**src/rtl/assert_macros.svh**
```systemverilog
// Assertion macros shared by the scaler modules.
`ifndef ASSERT_MACROS_SVH
`define ASSERT_MACROS_SVH

// Same-cycle implication, disabled while in reset.
`define ASSERT_IMPLIES(lbl, clk, rst, a, c) \
  lbl: assert property (@(posedge clk) disable iff (rst) (a) |-> (c)) \
    else $error("assertion failed");

// Next-cycle implication, disabled while in reset.
`define ASSERT_NEXT(lbl, clk, rst, a, c) \
  lbl: assert property (@(posedge clk) disable iff (rst) (a) |=> (c)) \
    else $error("assertion failed");

`endif

```
**src/rtl/bis_pkg.sv**
```systemverilog
// Types, constants and codes shared by the bilinear scaler modules.
`timescale 1ns / 1ps
package bis_pkg;

  localparam int DEF_MAX_SRC_WIDTH  = 512;
  localparam int DEF_MAX_SRC_HEIGHT = 512;
  localparam int DEF_MAX_DST_DIM    = 4096;

  localparam int CoordW = 10;  // width of a source coordinate (set by the size registers)
  localparam int DstW   = 12;  // width of a destination coordinate
  localparam int StepW  = 24;  // unsigned Q8.16 step
  localparam int PixW   = 24;  // three 8-bit channels
  localparam int WeightW = 17; // product of two 9-bit weights, at most 65536

  typedef enum logic {
    FUNC_LOAD   = 1'b0,
    FUNC_SAMPLE = 1'b1
  } func_t;

  typedef enum logic {
    MODE_GREY   = 1'b0,
    MODE_COLOUR = 1'b1
  } mode_t;

  typedef enum logic [2:0] {
    REG_SRC_WIDTH  = 3'd0,
    REG_SRC_HEIGHT = 3'd1,
    REG_STEP_X     = 3'd2,
    REG_STEP_Y     = 3'd3,
    REG_COLOR_MODE = 3'd4
  } reg_idx_t;

  typedef struct packed {
    func_t       func;
    logic [8:0]  src_col;
    logic [8:0]  src_row;
    logic [7:0]  pix_c0;
    logic [7:0]  pix_c1;
    logic [7:0]  pix_c2;
    logic [11:0] dst_col;
    logic [11:0] dst_row;
  } item_t;

  typedef struct packed {
    logic [7:0] out_c0;
    logic [7:0] out_c1;
    logic [7:0] out_c2;
  } result_t;

  typedef struct packed {
    logic [CoordW-1:0] source_width;
    logic [CoordW-1:0] source_height;
    logic [StepW-1:0]  step_x;
    logic [StepW-1:0]  step_y;
    mode_t             color_mode;
  } cfg_t;

  // Command from the coordinate mapper to the pixel store.
  typedef struct packed {
    func_t             func;
    logic [CoordW-1:0] col_lo;
    logic [CoordW-1:0] col_hi;
    logic [CoordW-1:0] row_lo;
    logic [CoordW-1:0] row_hi;
    logic [7:0]        fx;
    logic [7:0]        fy;
    logic [PixW-1:0]   pix;
  } op_t;

  // Tag that travels with each pixel read towards the blender.
  typedef struct packed {
    logic               valid;
    logic               first;
    logic               last;
    logic [WeightW-1:0] weight;
  } tag_t;

endpackage

```
**src/rtl/bis_blend.sv**
```systemverilog
// Blender: weighted sum of the four neighbours per channel, result register.
`timescale 1ns / 1ps
`include "assert_macros.svh"
module bis_blend (
  input  logic                     clk,
  input  logic                     rst,
  input  logic [bis_pkg::PixW-1:0] rdata,
  input  bis_pkg::tag_t            tag,
  input  bis_pkg::mode_t           color_mode,
  output logic                     done,
  output bis_pkg::result_t         result
);
  import bis_pkg::*;

  localparam int AccW = 24;

  logic [AccW-1:0] acc      [3];
  logic [AccW-1:0] prod     [3];
  logic [AccW-1:0] acc_next [3];

  always_comb begin
    for (int ch = 0; ch < 3; ch++) begin
      prod[ch]     = AccW'(tag.weight) * AccW'(rdata[8*ch +: 8]);
      acc_next[ch] = (tag.first ? '0 : acc[ch]) + prod[ch];
    end
  end

  always_ff @(posedge clk) begin
    if (tag.valid) begin
      for (int ch = 0; ch < 3; ch++) begin
        acc[ch] <= acc_next[ch];
      end
    end
  end

  always_ff @(posedge clk) begin
    if (rst) begin
      done <= 1'b0;
    end else begin
      done <= tag.valid && tag.last;
    end
  end

  // Truncate: keep the integer part of each weighted sum.
  always_ff @(posedge clk) begin
    if (tag.valid && tag.last) begin
      result.out_c0 <= acc_next[0][AccW-1:16];
      result.out_c1 <= (color_mode == MODE_COLOUR) ? acc_next[1][AccW-1:16] : 8'h00;
      result.out_c2 <= (color_mode == MODE_COLOUR) ? acc_next[2][AccW-1:16] : 8'h00;
    end
  end

  `ASSERT_NEXT(a_done_after_last, clk, rst, tag.valid && tag.last, done)

endmodule

```
**config.mk**
```make
export PLATFORM = sky130hd
export DESIGN_NAME = bis_blend
export DESIGN_NICKNAME = d
export VERILOG_FILES = /design/src/rtl/bis_pkg.sv /design/src/rtl/bis_blend.sv
export VERILOG_INCLUDE_DIRS = /design/src /design/src/rtl
export SDC_FILE = /design/constraint.sdc
export NUM_CORES = 1
export LEC_CHECK = 0
export BUFFER_PORTS_ARGS = -buffer_cell sky130_fd_sc_hd__buf_2
export CORE_ASPECT_RATIO = 0.8
export CORE_MARGIN = 3
export CORE_UTILIZATION = 59
export CTS_CLUSTER_DIAMETER = 50
export DETAILED_ROUTE_END_ITERATION = 8
export GPL_TIMING_DRIVEN = 0
export PLACE_DENSITY = 0.85
export SLEW_MARGIN = 30
export SYNTH_ARGS = -nofsm -noshare
export SYNTH_HDL_FRONTEND = slang
export SYNTH_SLANG_ARGS = --single-unit
```
**constraint.sdc**
```tcl
create_clock -name clk -period 13.8 [get_ports clk]
set_input_delay 1.38 -clock clk [delete_from_list [all_inputs] [get_ports clk]]
set_output_delay 1.38 -clock clk [all_outputs]
set_load 0.03 [all_outputs]
```
# == Yosys cells after proc, flatten, opt, wreduce, memory -nomap -nowiden ==
# Memories as Yosys holds them, arrays and structs flattened.
# Cells that the tools add are included.
# op_classes
addsub,3
n_reduce_logical,1
mul,3
muxes,5
# ops
operator,count
adder 24 bit,3
multiplier 17 x 8 -> 24 bit,3
two-way mux 24 bit,3
two-way mux 1 bit,2
logical AND 1 bit,1
# totals
register_bits,25
mem_bits_rw,72
elab_cells,17
mem_count,1
inputBits,47
output_inout_bits,25
# mem_list
name,depth,word_bits,read_ports,rd_clocked_by_memory_dff,write_ports,line_no,rtl
acc,3,24,3,0,3,bis_blend.sv:17,logic [AccW-1:0] acc [3];

# == Logic depth before layout (Yosys ltp) ==
# logic_depth
word_depth,2
mapped_depth,21
ltp_nobuf,19

# == Worst setup path after synthesis ==
# Ideal clock, no wire load.
# synth_timing
kind,input-to-reg
startpoint,input rdata[8] (netlist bit)
endpoint,"memory acc[1][22], in the netlist acc[0][46] (data pin)"
required_ps,13535
path_buffers,2
setup_ps,265
cell_stages,18
t_arrival_ps,6024
slack_ps,7511
path_cell_list,clkbuf_1 clkbuf_1 nand2_1 fa_1 inv_1 fa_1 fa_1 inv_1 fa_1 inv_1 ha_1 or3_1 or3_4 a31oi_4 a21oi_2 a221oi_2 mux2i_1 or3_1
# synth_lines
element,line_no,rtl
from (decl),bis_blend.sv:7,"input logic [bis_pkg::PixW-1:0] rdata,"
to (decl),bis_blend.sv:17,

==> metrics <==
clk sinks=97; max_slew headroom=0.375; Max-Cap Viols=0; outcome=finished clean; Final min period=7290 ps; commonest cells after routing, fill and taps aside=441 x inv_1, 336 x fa_1, 246 x and2_1, 204 x nand2_1, 123 x ha_1; FF-to-FF End=result[15]$_SDFFCE_PN0P_; CP max FO=10; io pins=72; R2R Path Start=acc[0][30]$_DFFE_PP_; total core area=29600 sq um; Worst-Margin Slew=929 ps; Die H=162 um; antenna viol nets, final=0; Cell Chain, Critical Path=clkbuf_1 -> clkbuf_1 -> nand2_1 -> fa_1 -> inv_1 -> fa_1 -> fa_1 -> inv_1 -> fa_1 -> inv_1 -> ha_1 -> and2_1 -> o21ai_0 -> a211oi_1 -> a31oi_1 -> o41ai_1 -> xnor2_1 -> and2_1; final hold violations=0; Worst setup endpoint=result[15]$_SDFFCE_PN0P_; RSZ-0062 raised after global routing=false; clock root buffer=clkbuf_16; CTS buffer count=9; Critical Path Source=rdata[9]; fin. max-slew vios=0; FILL cells=2374; period utilization=0.528; Worst path most repeated cell=fa_1; H-tree level count=3; FP Rows=56; Area Overhead vs Synth=6.58%; WP depth=18; ratio of cells with drive above 1 in the final layout=0.0463; commonest non-fill, non-tap cell in the layout=inv_1; slowest CP cell=a211oi_1; Post-synth EDFFs=96; critical path arrival=7430 ps; Final setup viols=0; clock buffer depth=2; Buf/Inv on CP=5; Mean Syn Cell Area=9.39 sq um; routed vias/inst=5.53; HPWL after DPL=35500 um; post-cts repair resize count=0; Largest stage delay, worst path=730 ps; Die ar.=32400 sq um; vias in the first global route=14038; initial antenna violation count=2; worst reg-to-reg path cell count=16; Nets=2486; Fmax achieved=0.137 GHz; setup_tns=0 ps; # hold bufs at CTS=0; Req. time, crit path=13940 ps; drc violations=0; clk_skew=12.2 ps; GR Overflow Total=0; Startpoint Class=input port; drt total wl=44000 um; largest net degree at the start of global routing=47; Ys Warns=0; worst hold-check path type=flop to flop; Gate Count Post-Synth=1903; GRT Total Usage=0.284; setup bufs post-CTS=0; ys async rst share=0; vias=13240; FF+latch area=2900 sq um; Setup crit end kind=flop; worst-skew pair later-pin latency=380 ps; RD Place Congestion=0.926; area of the multi-input gates=13000 sq um; DRT iter0 DRCs=1151; CTS tree=yes; Net Count, Synth=2409; Initial Utilization=0.604; Synth cell types=48; FF-to-FF setup slack=8170 ps; Yosys reg bits=97; Main synth FF type=edfxtp_1; Syn Std Cell Area=17900 sq um; Pre-Repair DR Iteration Count=6; number of I/O port buffers=65; critical path type=input port to flop; CP delay by family, top=adder cells; first-pass GRT wire length=72300 um; Chip Width=201 um; sequential share of the synthesized area=0.162; Clock Pin Slew Worst Setup and Hold Paths=90 ps; WL/cell=18.4 um
## logic make-up (layout without fill, tap and decap cells)
logic type / Yosys count / count (layout) / share of synthesized area
xor gates and xnor gates: 59 / 59 / 0.0289
other: 0 / 2 / 0
AOI/OAI and AO/OA: 159 / 159 / 0.0576
adders and majority gates: 459 / 459 / 0.463
and+or+nand+nor: 613 / 613 / 0.180
DFF: 97 / 97 / 0.162
buffers and inverters: 515 / 597 / 0.108
muxes: 1 / 1 / 0.000560
## worst reg2reg max path, cell delays in order (launching register included)
cell,delay (ps)
edfxtp_1,330
nand2b_1,90
fa_1,530
inv_1,50
fa_1,510
inv_1,60
fa_1,490
fa_1,490
inv_1,40
ha_1,340
o21a_1,190
o21ai_0,140
a211oi_1,730
a31oi_1,390
o41ai_1,610
xnor2_1,200
and2_1,190
## sequential cells by signal (all words and copies together) (netlist names)
| register | count |
|---|---|
| acc | 72 |
| done | 1 |
| result | 24 |
## through the flow
step	hold WS [ps]	setup slack [ps]	utilization	area [sq um]	instances
2_1_floorplan	628	7510	-	17900	1903
3_3_place_gp	645	6450	0.632	18700	2374
3_5_place_dp	658	6290	0.634	18700	2375
4_1_cts	688	6630	0.644	19000	2391
5_1_grt	709	6320	0.644	19000	2392
6_report	689	6510	0.644	19000	2393
## Yosys cell counts (all sizes together) (5+ instances only)
cell,instances,area (sq um)
a21oi,46,234
o21a,10,75.1
xnor2,44,385
inv,441,1660
a21o,22,165
edfxtp,96,2880
clkbuf,74,278
fa,336,6730
ha,123,1540
o31a,6,52.6
nand2b,65,407
o21ai,39,195
a31oi,7,58.8
o21bai,5,37.5
and2,247,1550
nand3,9,45.0
nor2b,21,131
xor2,15,131
nand2,204,766
nor2,41,154
nor3,8,40.0
nand4,5,31.3
## cell type report
class                           instances  area share
Tap cell                              406      0.0267
Sequential cell                        97       0.152
Timing Repair Buffer                   66      0.0189
Clock buffer                            9      0.0118
Clock inverter                          7     0.00401
Inverter                              441      0.0869
Multi-Input combinational cell       1291       0.684
Buffer                                 74      0.0147
Antenna cell                            2    0.000263
## per-layer routing
layer | vias to the layer above | GRT usage | part of all wire
li1 | 5848 | - | -
met1 | 6683 | 0.393 | 0.40
met2 | 643 | 0.448 | 0.46
met3 | 66 | 0.0890 | 0.12
met4 | 0 | 0.0629 | 0.022
met5 | - | 0 | 0
## worst min path at each step
stage | start | end | cells past startpoint
floorplan | acc[0][0]$_DFFE_PP_ | acc[0][0]$_DFFE_PP_ | 2
detailed placement | acc[0][24]$_DFFE_PP_ | acc[0][24]$_DFFE_PP_ | 2
global placement | acc[0][24]$_DFFE_PP_ | acc[0][24]$_DFFE_PP_ | 2
global route | acc[0][48]$_DFFE_PP_ | acc[0][48]$_DFFE_PP_ | 2
finish | acc[0][48]$_DFFE_PP_ | acc[0][48]$_DFFE_PP_ | 2
CTS | acc[0][48]$_DFFE_PP_ | acc[0][48]$_DFFE_PP_ | 2
Power is left out: the tool's default activity adds up to more than one toggle a clock period on the data nets, which glitch-free logic cannot reach.
