**config.mk**
```make
export PLATFORM = sky130hd
export DESIGN_NAME = bis_map
export DESIGN_NICKNAME = d
export VERILOG_FILES = /design/src/rtl/bis_pkg.sv /design/src/rtl/bis_map.sv
export VERILOG_INCLUDE_DIRS = /design/src /design/src/rtl
export SDC_FILE = /design/constraint.sdc
export NUM_CORES = 2
export LEC_CHECK = 0
export ABC_AREA = 1
export ABC_CLOCK_PERIOD_IN_PS = 11900
export BUFFER_PORTS_ARGS = -buffer_cell sky130_fd_sc_hd__buf_2
export CORE_ASPECT_RATIO = 1.25
export CORE_MARGIN = 2
export CORE_UTILIZATION = 35
export CTS_CLUSTER_SIZE = 10
export DETAILED_ROUTE_END_ITERATION = 7
export GPL_TIMING_DRIVEN = 0
export PLACE_DENSITY = 0.62
export SYNTH_ARGS = -nofsm -noshare
export SYNTH_HDL_FRONTEND = slang
export SYNTH_SLANG_ARGS = --single-unit
export TNS_END_PERCENT = 10
```
**constraint.sdc**
```tcl
create_clock -name clk -period 11.9 [get_ports clk]
set_input_delay 0.595 -clock clk [delete_from_list [all_inputs] [get_ports clk]]
set_output_delay 0.595 -clock clk [all_outputs]
set_load 0.02 [all_outputs]
```
**src/rtl/assert_macros.svh**
```systemverilog
// Assertion macros shared by the scaler modules.
`ifndef ASSERT_MACROS_SVH
`define ASSERT_MACROS_SVH

// Same-cycle implication, disabled while in reset.
`define ASSERT_IMPLIES(lbl, clk, rst, a, c) \
  lbl: assert property (@(posedge clk) disable iff (rst) (a) |-> (c)) \
    else $error("assertion failed");

// Next-cycle implication, disabled while in reset.
`define ASSERT_NEXT(lbl, clk, rst, a, c) \
  lbl: assert property (@(posedge clk) disable iff (rst) (a) |=> (c)) \
    else $error("assertion failed");

`endif

```
**src/rtl/bis_pkg.sv**
```systemverilog
// Types, constants and codes shared by the bilinear scaler modules.
`timescale 1ns / 1ps
package bis_pkg;

  localparam int DEF_MAX_SRC_WIDTH  = 512;
  localparam int DEF_MAX_SRC_HEIGHT = 512;
  localparam int DEF_MAX_DST_DIM    = 4096;

  localparam int CoordW = 10;  // width of a source coordinate (set by the size registers)
  localparam int DstW   = 12;  // width of a destination coordinate
  localparam int StepW  = 24;  // unsigned Q8.16 step
  localparam int PixW   = 24;  // three 8-bit channels
  localparam int WeightW = 17; // product of two 9-bit weights, at most 65536

  typedef enum logic {
    FUNC_LOAD   = 1'b0,
    FUNC_SAMPLE = 1'b1
  } func_t;

  typedef enum logic {
    MODE_GREY   = 1'b0,
    MODE_COLOUR = 1'b1
  } mode_t;

  typedef enum logic [2:0] {
    REG_SRC_WIDTH  = 3'd0,
    REG_SRC_HEIGHT = 3'd1,
    REG_STEP_X     = 3'd2,
    REG_STEP_Y     = 3'd3,
    REG_COLOR_MODE = 3'd4
  } reg_idx_t;

  typedef struct packed {
    func_t       func;
    logic [8:0]  src_col;
    logic [8:0]  src_row;
    logic [7:0]  pix_c0;
    logic [7:0]  pix_c1;
    logic [7:0]  pix_c2;
    logic [11:0] dst_col;
    logic [11:0] dst_row;
  } item_t;

  typedef struct packed {
    logic [7:0] out_c0;
    logic [7:0] out_c1;
    logic [7:0] out_c2;
  } result_t;

  typedef struct packed {
    logic [CoordW-1:0] source_width;
    logic [CoordW-1:0] source_height;
    logic [StepW-1:0]  step_x;
    logic [StepW-1:0]  step_y;
    mode_t             color_mode;
  } cfg_t;

  // Command from the coordinate mapper to the pixel store.
  typedef struct packed {
    func_t             func;
    logic [CoordW-1:0] col_lo;
    logic [CoordW-1:0] col_hi;
    logic [CoordW-1:0] row_lo;
    logic [CoordW-1:0] row_hi;
    logic [7:0]        fx;
    logic [7:0]        fy;
    logic [PixW-1:0]   pix;
  } op_t;

  // Tag that travels with each pixel read towards the blender.
  typedef struct packed {
    logic               valid;
    logic               first;
    logic               last;
    logic [WeightW-1:0] weight;
  } tag_t;

endpackage

```
**src/rtl/bis_map.sv**
```systemverilog
// Input stage and coordinate mapper: source position, clamp and fractions.
`timescale 1ns / 1ps
`include "assert_macros.svh"
module bis_map #(
  parameter int MAX_SRC_WIDTH  = bis_pkg::DEF_MAX_SRC_WIDTH,
  parameter int MAX_SRC_HEIGHT = bis_pkg::DEF_MAX_SRC_HEIGHT,
  parameter int MAX_DST_DIM    = bis_pkg::DEF_MAX_DST_DIM
) (
  input  logic           clk,
  input  logic           rst,
  input  logic           start,
  output logic           busy,
  input  bis_pkg::item_t cmd,
  input  bis_pkg::cfg_t  cfg,
  output bis_pkg::op_t   op,
  output logic           op_valid,
  input  logic           op_ready
);
  import bis_pkg::*;

  localparam int DstLast = (MAX_DST_DIM - 1 < (1 << DstW) - 1) ?
                           MAX_DST_DIM - 1 : (1 << DstW) - 1;
  localparam int ProdW = DstW + StepW;
  localparam int LimW  = CoordW + 16;

  // Last usable index of an axis, after the size register is brought into range.
  function automatic logic [CoordW-1:0] dim_last(logic [CoordW-1:0] v, int maxv);
    logic [CoordW-1:0] r;
    if (v == '0) r = '0;
    else if (int'(v) > maxv) r = CoordW'(maxv - 1);
    else r = v - CoordW'(1);
    return r;
  endfunction

  logic              v1;
  func_t             s1_func;
  logic              s1_ldok;
  logic [CoordW-1:0] s1_col;
  logic [CoordW-1:0] s1_row;
  logic [PixW-1:0]   s1_pix;
  logic [ProdW-1:0]  s1_sx;
  logic [ProdW-1:0]  s1_sy;

  logic [DstW-1:0]   dc;
  logic [DstW-1:0]   dr;
  logic              accept;
  logic              s2_load;
  logic [LimW-1:0]   limx;
  logic [LimW-1:0]   limy;
  logic [LimW-1:0]   sxc;
  logic [LimW-1:0]   syc;
  op_t               op_next;

  assign s2_load = !op_valid || op_ready;
  assign busy    = v1 && !s2_load;
  assign accept  = start && !busy;

  assign dc = (int'(cmd.dst_col) > DstLast) ? DstW'(DstLast) : cmd.dst_col;
  assign dr = (int'(cmd.dst_row) > DstLast) ? DstW'(DstLast) : cmd.dst_row;

  always_ff @(posedge clk) begin
    if (rst) begin
      v1 <= 1'b0;
    end else if (accept) begin
      v1 <= 1'b1;
    end else if (s2_load) begin
      v1 <= 1'b0;
    end
  end

  always_ff @(posedge clk) begin
    if (accept) begin
      s1_func <= cmd.func;
      s1_ldok <= (int'(cmd.src_col) < MAX_SRC_WIDTH) && (int'(cmd.src_row) < MAX_SRC_HEIGHT);
      s1_col  <= CoordW'(cmd.src_col);
      s1_row  <= CoordW'(cmd.src_row);
      s1_pix  <= {cmd.pix_c2, cmd.pix_c1, cmd.pix_c0};
      s1_sx   <= ProdW'(dc) * ProdW'(cfg.step_x);
      s1_sy   <= ProdW'(dr) * ProdW'(cfg.step_y);
    end
  end

  // Clamp to the far edge of the source image, then split index and fraction.
  always_comb begin
    limx = {dim_last(cfg.source_width, MAX_SRC_WIDTH), 16'h0000};
    limy = {dim_last(cfg.source_height, MAX_SRC_HEIGHT), 16'h0000};
    sxc  = (s1_sx > ProdW'(limx)) ? limx : s1_sx[LimW-1:0];
    syc  = (s1_sy > ProdW'(limy)) ? limy : s1_sy[LimW-1:0];
    op_next.func   = s1_func;
    op_next.pix    = s1_pix;
    op_next.fx     = sxc[15:8];
    op_next.fy     = syc[15:8];
    op_next.col_lo = sxc[LimW-1:16];
    op_next.row_lo = syc[LimW-1:16];
    op_next.col_hi = sxc[LimW-1:16] + CoordW'(|sxc[15:0]);
    op_next.row_hi = syc[LimW-1:16] + CoordW'(|syc[15:0]);
    if (s1_func == FUNC_LOAD) begin
      op_next.col_lo = s1_col;
      op_next.row_lo = s1_row;
    end
  end

  // Drop loads that fall outside the store.
  always_ff @(posedge clk) begin
    if (rst) begin
      op_valid <= 1'b0;
    end else if (s2_load) begin
      op_valid <= v1 && (s1_func == FUNC_SAMPLE || s1_ldok);
    end
  end

  always_ff @(posedge clk) begin
    if (s2_load && v1) begin
      op <= op_next;
    end
  end

  `ASSERT_IMPLIES(a_busy_needs_item, clk, rst, busy, v1 && op_valid)

endmodule

```
# Yosys cells after proc, flatten, opt, wreduce, memory -nomap -nowiden
# Index checks and enable logic that the tools add are counted.
# Widths: inputs -> output; s select.
[op_classes]
addsub = 4
multipliers = 2
order_cmp = 4
mux = 10
reduce_logical = 12
[ops]
columns = ["op", "count"]
rows = [
  ["$gt 36x26->1", 2],
  ["$mul 12x24->36", 2],
  ["$mux 26", 2],
  ["$mux 10", 4],
  ["$reduce_or 16->1", 2],
  ["$add 10x1->10", 2],
  ["$gt 10x10->1 const B", 2],
  ["$logic_not 10->1", 2],
  ["$sub 10x1->10 const B", 2],
  ["$mux 9", 2],
  ["$logic_and 1x1->1", 3],
  ["$logic_not 1->1", 3],
  ["$mux 1", 2],
  ["$reduce_bool 2->1", 1],
  ["$logic_or 1x1->1", 1],
]
[word_totals]
ff_bits = 198
input_bits = 140
output_inout_bits = 83

# Longest topological paths before layout
[logic_depth]
word_depth = 7
depth_mapped = 29

# Worst setup path after synthesis
# No wires, ideal clock.
[synth_timing]
kind = "input -> register"
start = "in cfg[7] in the netlist's numbering"
end = "reg s1_sy[35], data pin"
setup_time_ns = 0.252
arrival_ns = 4.829
required_time_ns = 11.648
slack_ns = 6.819
stages = 20
path_cell_list = "clkbuf_1 nand2_1 fa_1 inv_1 fa_1 fa_1 inv_1 fa_1 inv_1 fa_1 ha_1 nand2_1 o21ai_0 a21oi_1 o21ai_0 nand2_1 nand2_1 nand3_1 nand3_1 nand2_1"
[synth_between]
elab_chain_cells = 1
[synth_rtl]
columns = ["element", "line_no", "rtl"]
rows = [
  ["start: declaration", "bis_map.sv:14", "input bis_pkg::cfg_t cfg,"],
  ["$mul 12x24->36", "bis_map.sv:79", "s1_sy <= ProdW'(dr) * ProdW'(cfg.step_y);"],
  ["end signal: assignment", "bis_map.sv:79", ""],
  ["end: declaration", "bis_map.sv:42", "logic [ProdW-1:0] s1_sy;"],
]
# Every way passes these cells.
# A chain may end at the register's enable or synchronous reset.

# Worst setup path after layout
[layout_timing]
start = "in cmd[6] in the netlist's numbering"
end = "reg s1_sy[32], data pin"
[layout_between]
elab_chain_cells = 1
[layout_rtl]
columns = ["element", "line_no", "rtl"]
rows = [
  ["start: declaration", "bis_map.sv:13", "input bis_pkg::item_t cmd,"],
  ["$mul 12x24->36", "bis_map.sv:79", ""],
]
# Every way passes these cells.

==> reports/results.txt <==
Vias - 20375
Area delta synth->final - 11.5%
Worst path most repeated cell - fa_1
Clock period minus worst slack - 5.95 ns
Commonest non-fill, non-tap cell in the layout - nand2_1
DRT antenna net count - 0
Initial antenna violation count - 5
Final Hold Fails - 0
Die X - 251 um
Ports - 223
FP Rows - 113
CTS HTree Levels - 4
DIE AREA - 78700 sq um
Drt via density - 4.63
Setup TNS Final - 0 ns
Synth Warn # - 0
Largest stage delay on the critical path - 0.63 ns
Critical path peak fanout - 10
Crit path cell chain - buf_2 > clkbuf_1 > nand2_1 > fa_1 > inv_1 > fa_1 > fa_1 > fa_1 > inv_1 > fa_1 > inv_1 > ha_1 > nand2_1 > nor2_1 > nor3b_1 > a21oi_1 > inv_1 > nand3_1 > o21ai_0 > xor2_1
Wirelength per Cell - 15.6 um
Inserted Clock Buffers - 17
Slew @ Worst Pin - 0.818 ns
#FFs+latches synth - 198
Highest-count cells in the layout ignoring fill and taps - nand2_1, inv_1, fa_1
DP HPWL - 58.5 mm
Slowest CP cell - clkbuf_1
Mapped Area - 26800 sq um
GRT Overall Usage - 18.0%
Primary FF master, synth - edfxtp_1
Critical path launch point type - primary input
Distinct cell type count after synthesis - 41
Share of cells above drive strength 1 - 8.92%
Seq/Total Area, Yosys - 22.1%
Period utilization - 50.0%
Relative slew slack - 45.5%
Worst EP arrival - 6.14 ns
Max_cap viols - 0
Maximum clock rate - 0.168 GHz
Max Slew Vio Count - 0
Pin count of the biggest net entering global routing - 87
Net Count, Synth - 3916
Mean post-synth cell area - 8.47 sq um
Clock skew - 0.0157 ns
Hold Crit Start - cmd[24]
DR pass1 iterations - 6
First-iteration detailed-routing DRC count - 983
CTS tree - done
WP data required - 12.09 ns
Setup bufs post-CTS - 0
Post-Route WL - 68.6 mm
Share of flip-flops with an asynchronous set or reset after synthesis - 0%
Grt total ovfl - 0
Post-cts gate resize count - 0
CTS root buf - clkbuf_16
# hold bufs at CTS - 0
Endpoints failing setup - 0
Die height - 313 um
Flop2flop setup slack - 8.71 ns
First-pass GRT wire length - 112 mm
Fin Hold WS - 0.309 ns
Peak supply drop - 225 uV
Gpl congestion - 0.921
Worst-path clk slew - 0.09 ns
Power Density - 258 nW/um^2
Syn Inst Count - 3162
Final Util - 39.3%
Static Leakage - 15.7 nW
CP Class - in -> reg
Unrepaired setup endpoints after global routing - no
DRC viols - 0
Number of synthesized flops with an enable pin - 196
Core Footprint - 75900 sq um
Number of global-route vias before repair - 21670
Nets - 4160
Reg-to-reg endpoint - op[64]$_DFFE_PP_
Worst r2r path cells - 19
Hold endpoint - s1_pix[16]$_DFFE_PP_
Worst hold path type - in -> reg
Clock sinks - 198
Clock Latency Late Sink - 0.45 ns
IO Port Bufs - 221
Max clock buf depth - 2
Hold Crit Depth - 1
Status - complete, no violations
Reg2Reg Launch Point - s1_sx[25]$_DFFE_PP_
Initial Utilization - 35.3%
CP Capture Type - flip-flop
layer usage:
metal  global-route usage, %  share of wire (%)  vias up
met5                       0              0.016        -
met4                    6.18                3.4        2
met2                    33.8                 52      509
met3                    1.84                4.0      126
met1                    21.3                 40     9902
li1                        -                  -     9836
worst max-delay path: cells and delay by family:
kind | cells | cell delay (ns)
buf+inv | 6 | 1.09
xor+xnor | 1 | 0.12
simple gates | 5 | 0.88
compound gates | 2 | 0.51
fa+ha+maj | 6 | 2.93
flip-flops by register name, indices dropped and copies added (netlist names):
register  count
s1_row        9
s1_func       1
s1_col        9
op_valid      1
s1_sy        36
op           81
v1            1
s1_sx        36
s1_pix       24
kinds of logic (layout without fill, tap and decap cells):
kind of cell / count (synthesis) / in the layout / share of synthesized area [%]
AO/OA/AOI/OAI: 214 / 214 / 4.43
XOR/XNOR: 71 / 71 / 2.32
adder cells (fa/ha/maj): 614 / 614 / 41.0
buffers and inverters: 937 / 1194 / 13.2
AND/OR/NAND/NOR: 1128 / 1128 / 16.8
other: 0 / 3 / 0
flip-flops: 198 / 198 / 22.1
metrics by stage:
step                      instances  worst slack, ns  instance area, sq um  power, mW
final                          4399             5.95                 29900       7.70
after global routing           4398             5.81                 29800       8.69
after CTS                      4396             6.12                 29800       7.81
after detailed placement       4364             5.60                 29200       7.16
after global placement         4360             4.66                 29100       7.12
after floorplan                3162             6.82                 26800       5.60
synth_stat cells, types with 4 or more instances:
cell      instances  share of area [%]
a21o_1            5               0.14
a21oi_1          98                1.8
a31oi_1           8               0.19
clkbuf_1        100                1.4
edfxtp_1        196                 22
fa_1            440                 33
ha_1            174                8.1
inv_1           829                 12
nand2_1         851                 12
nand2_2           9               0.21
nand3_1          48               0.90
nand3_2           6               0.22
nand4_1          18               0.42
nor2_1          164                2.3
nor2_2            7               0.16
nor3_1           10               0.19
nor3b_1           4               0.11
o21ai_0          71                1.3
o21ai_1           5              0.093
o21ai_2           6               0.20
o21bai_1          4               0.11
o221ai_1          4               0.13
xnor2_1          24               0.79
xor2_1           47                1.5
final cells by class:
cell class,instances,area (sq um)
Antenna cell,3,7.51
Buffer,105,422
Clock buffer,17,425
Clock inverter,15,203
Fill cell,7746,46100
Inverter,832,3130
Multi-Input combinational cell,2027,17300
Sequential cell,198,5930
Tap cell,977,1220
Timing Repair Buffer,225,1210
report_power, final:
part           total [mW]  leakage [nW]  switching [mW]  internal (mW)
sequential           1.26          1.91          0.0550           1.21
combinational        5.83          13.5            3.68           2.15
clock               0.606         0.299           0.313          0.293
total                7.70          15.7            4.05           3.66
how the worst max path moves through the flow:
stage	start	end	slack [ns]	cells after the start
6_report	cmd[6]	s1_sy[32]$_DFFE_PP_	5.95	20
5_1_grt	cmd[6]	s1_sy[32]$_DFFE_PP_	5.81	20
4_1_cts	cmd[6]	s1_sy[32]$_DFFE_PP_	6.12	20
3_5_place_dp	cmd[4]	s1_sy[35]$_DFFE_PP_	5.60	21
3_3_place_gp	op_ready	op[38]$_DFFE_PP_	4.66	3
2_1_floorplan	cfg[7]	s1_sy[35]$_DFFE_PP_	6.82	20
(Power assumes the default switching activity.)
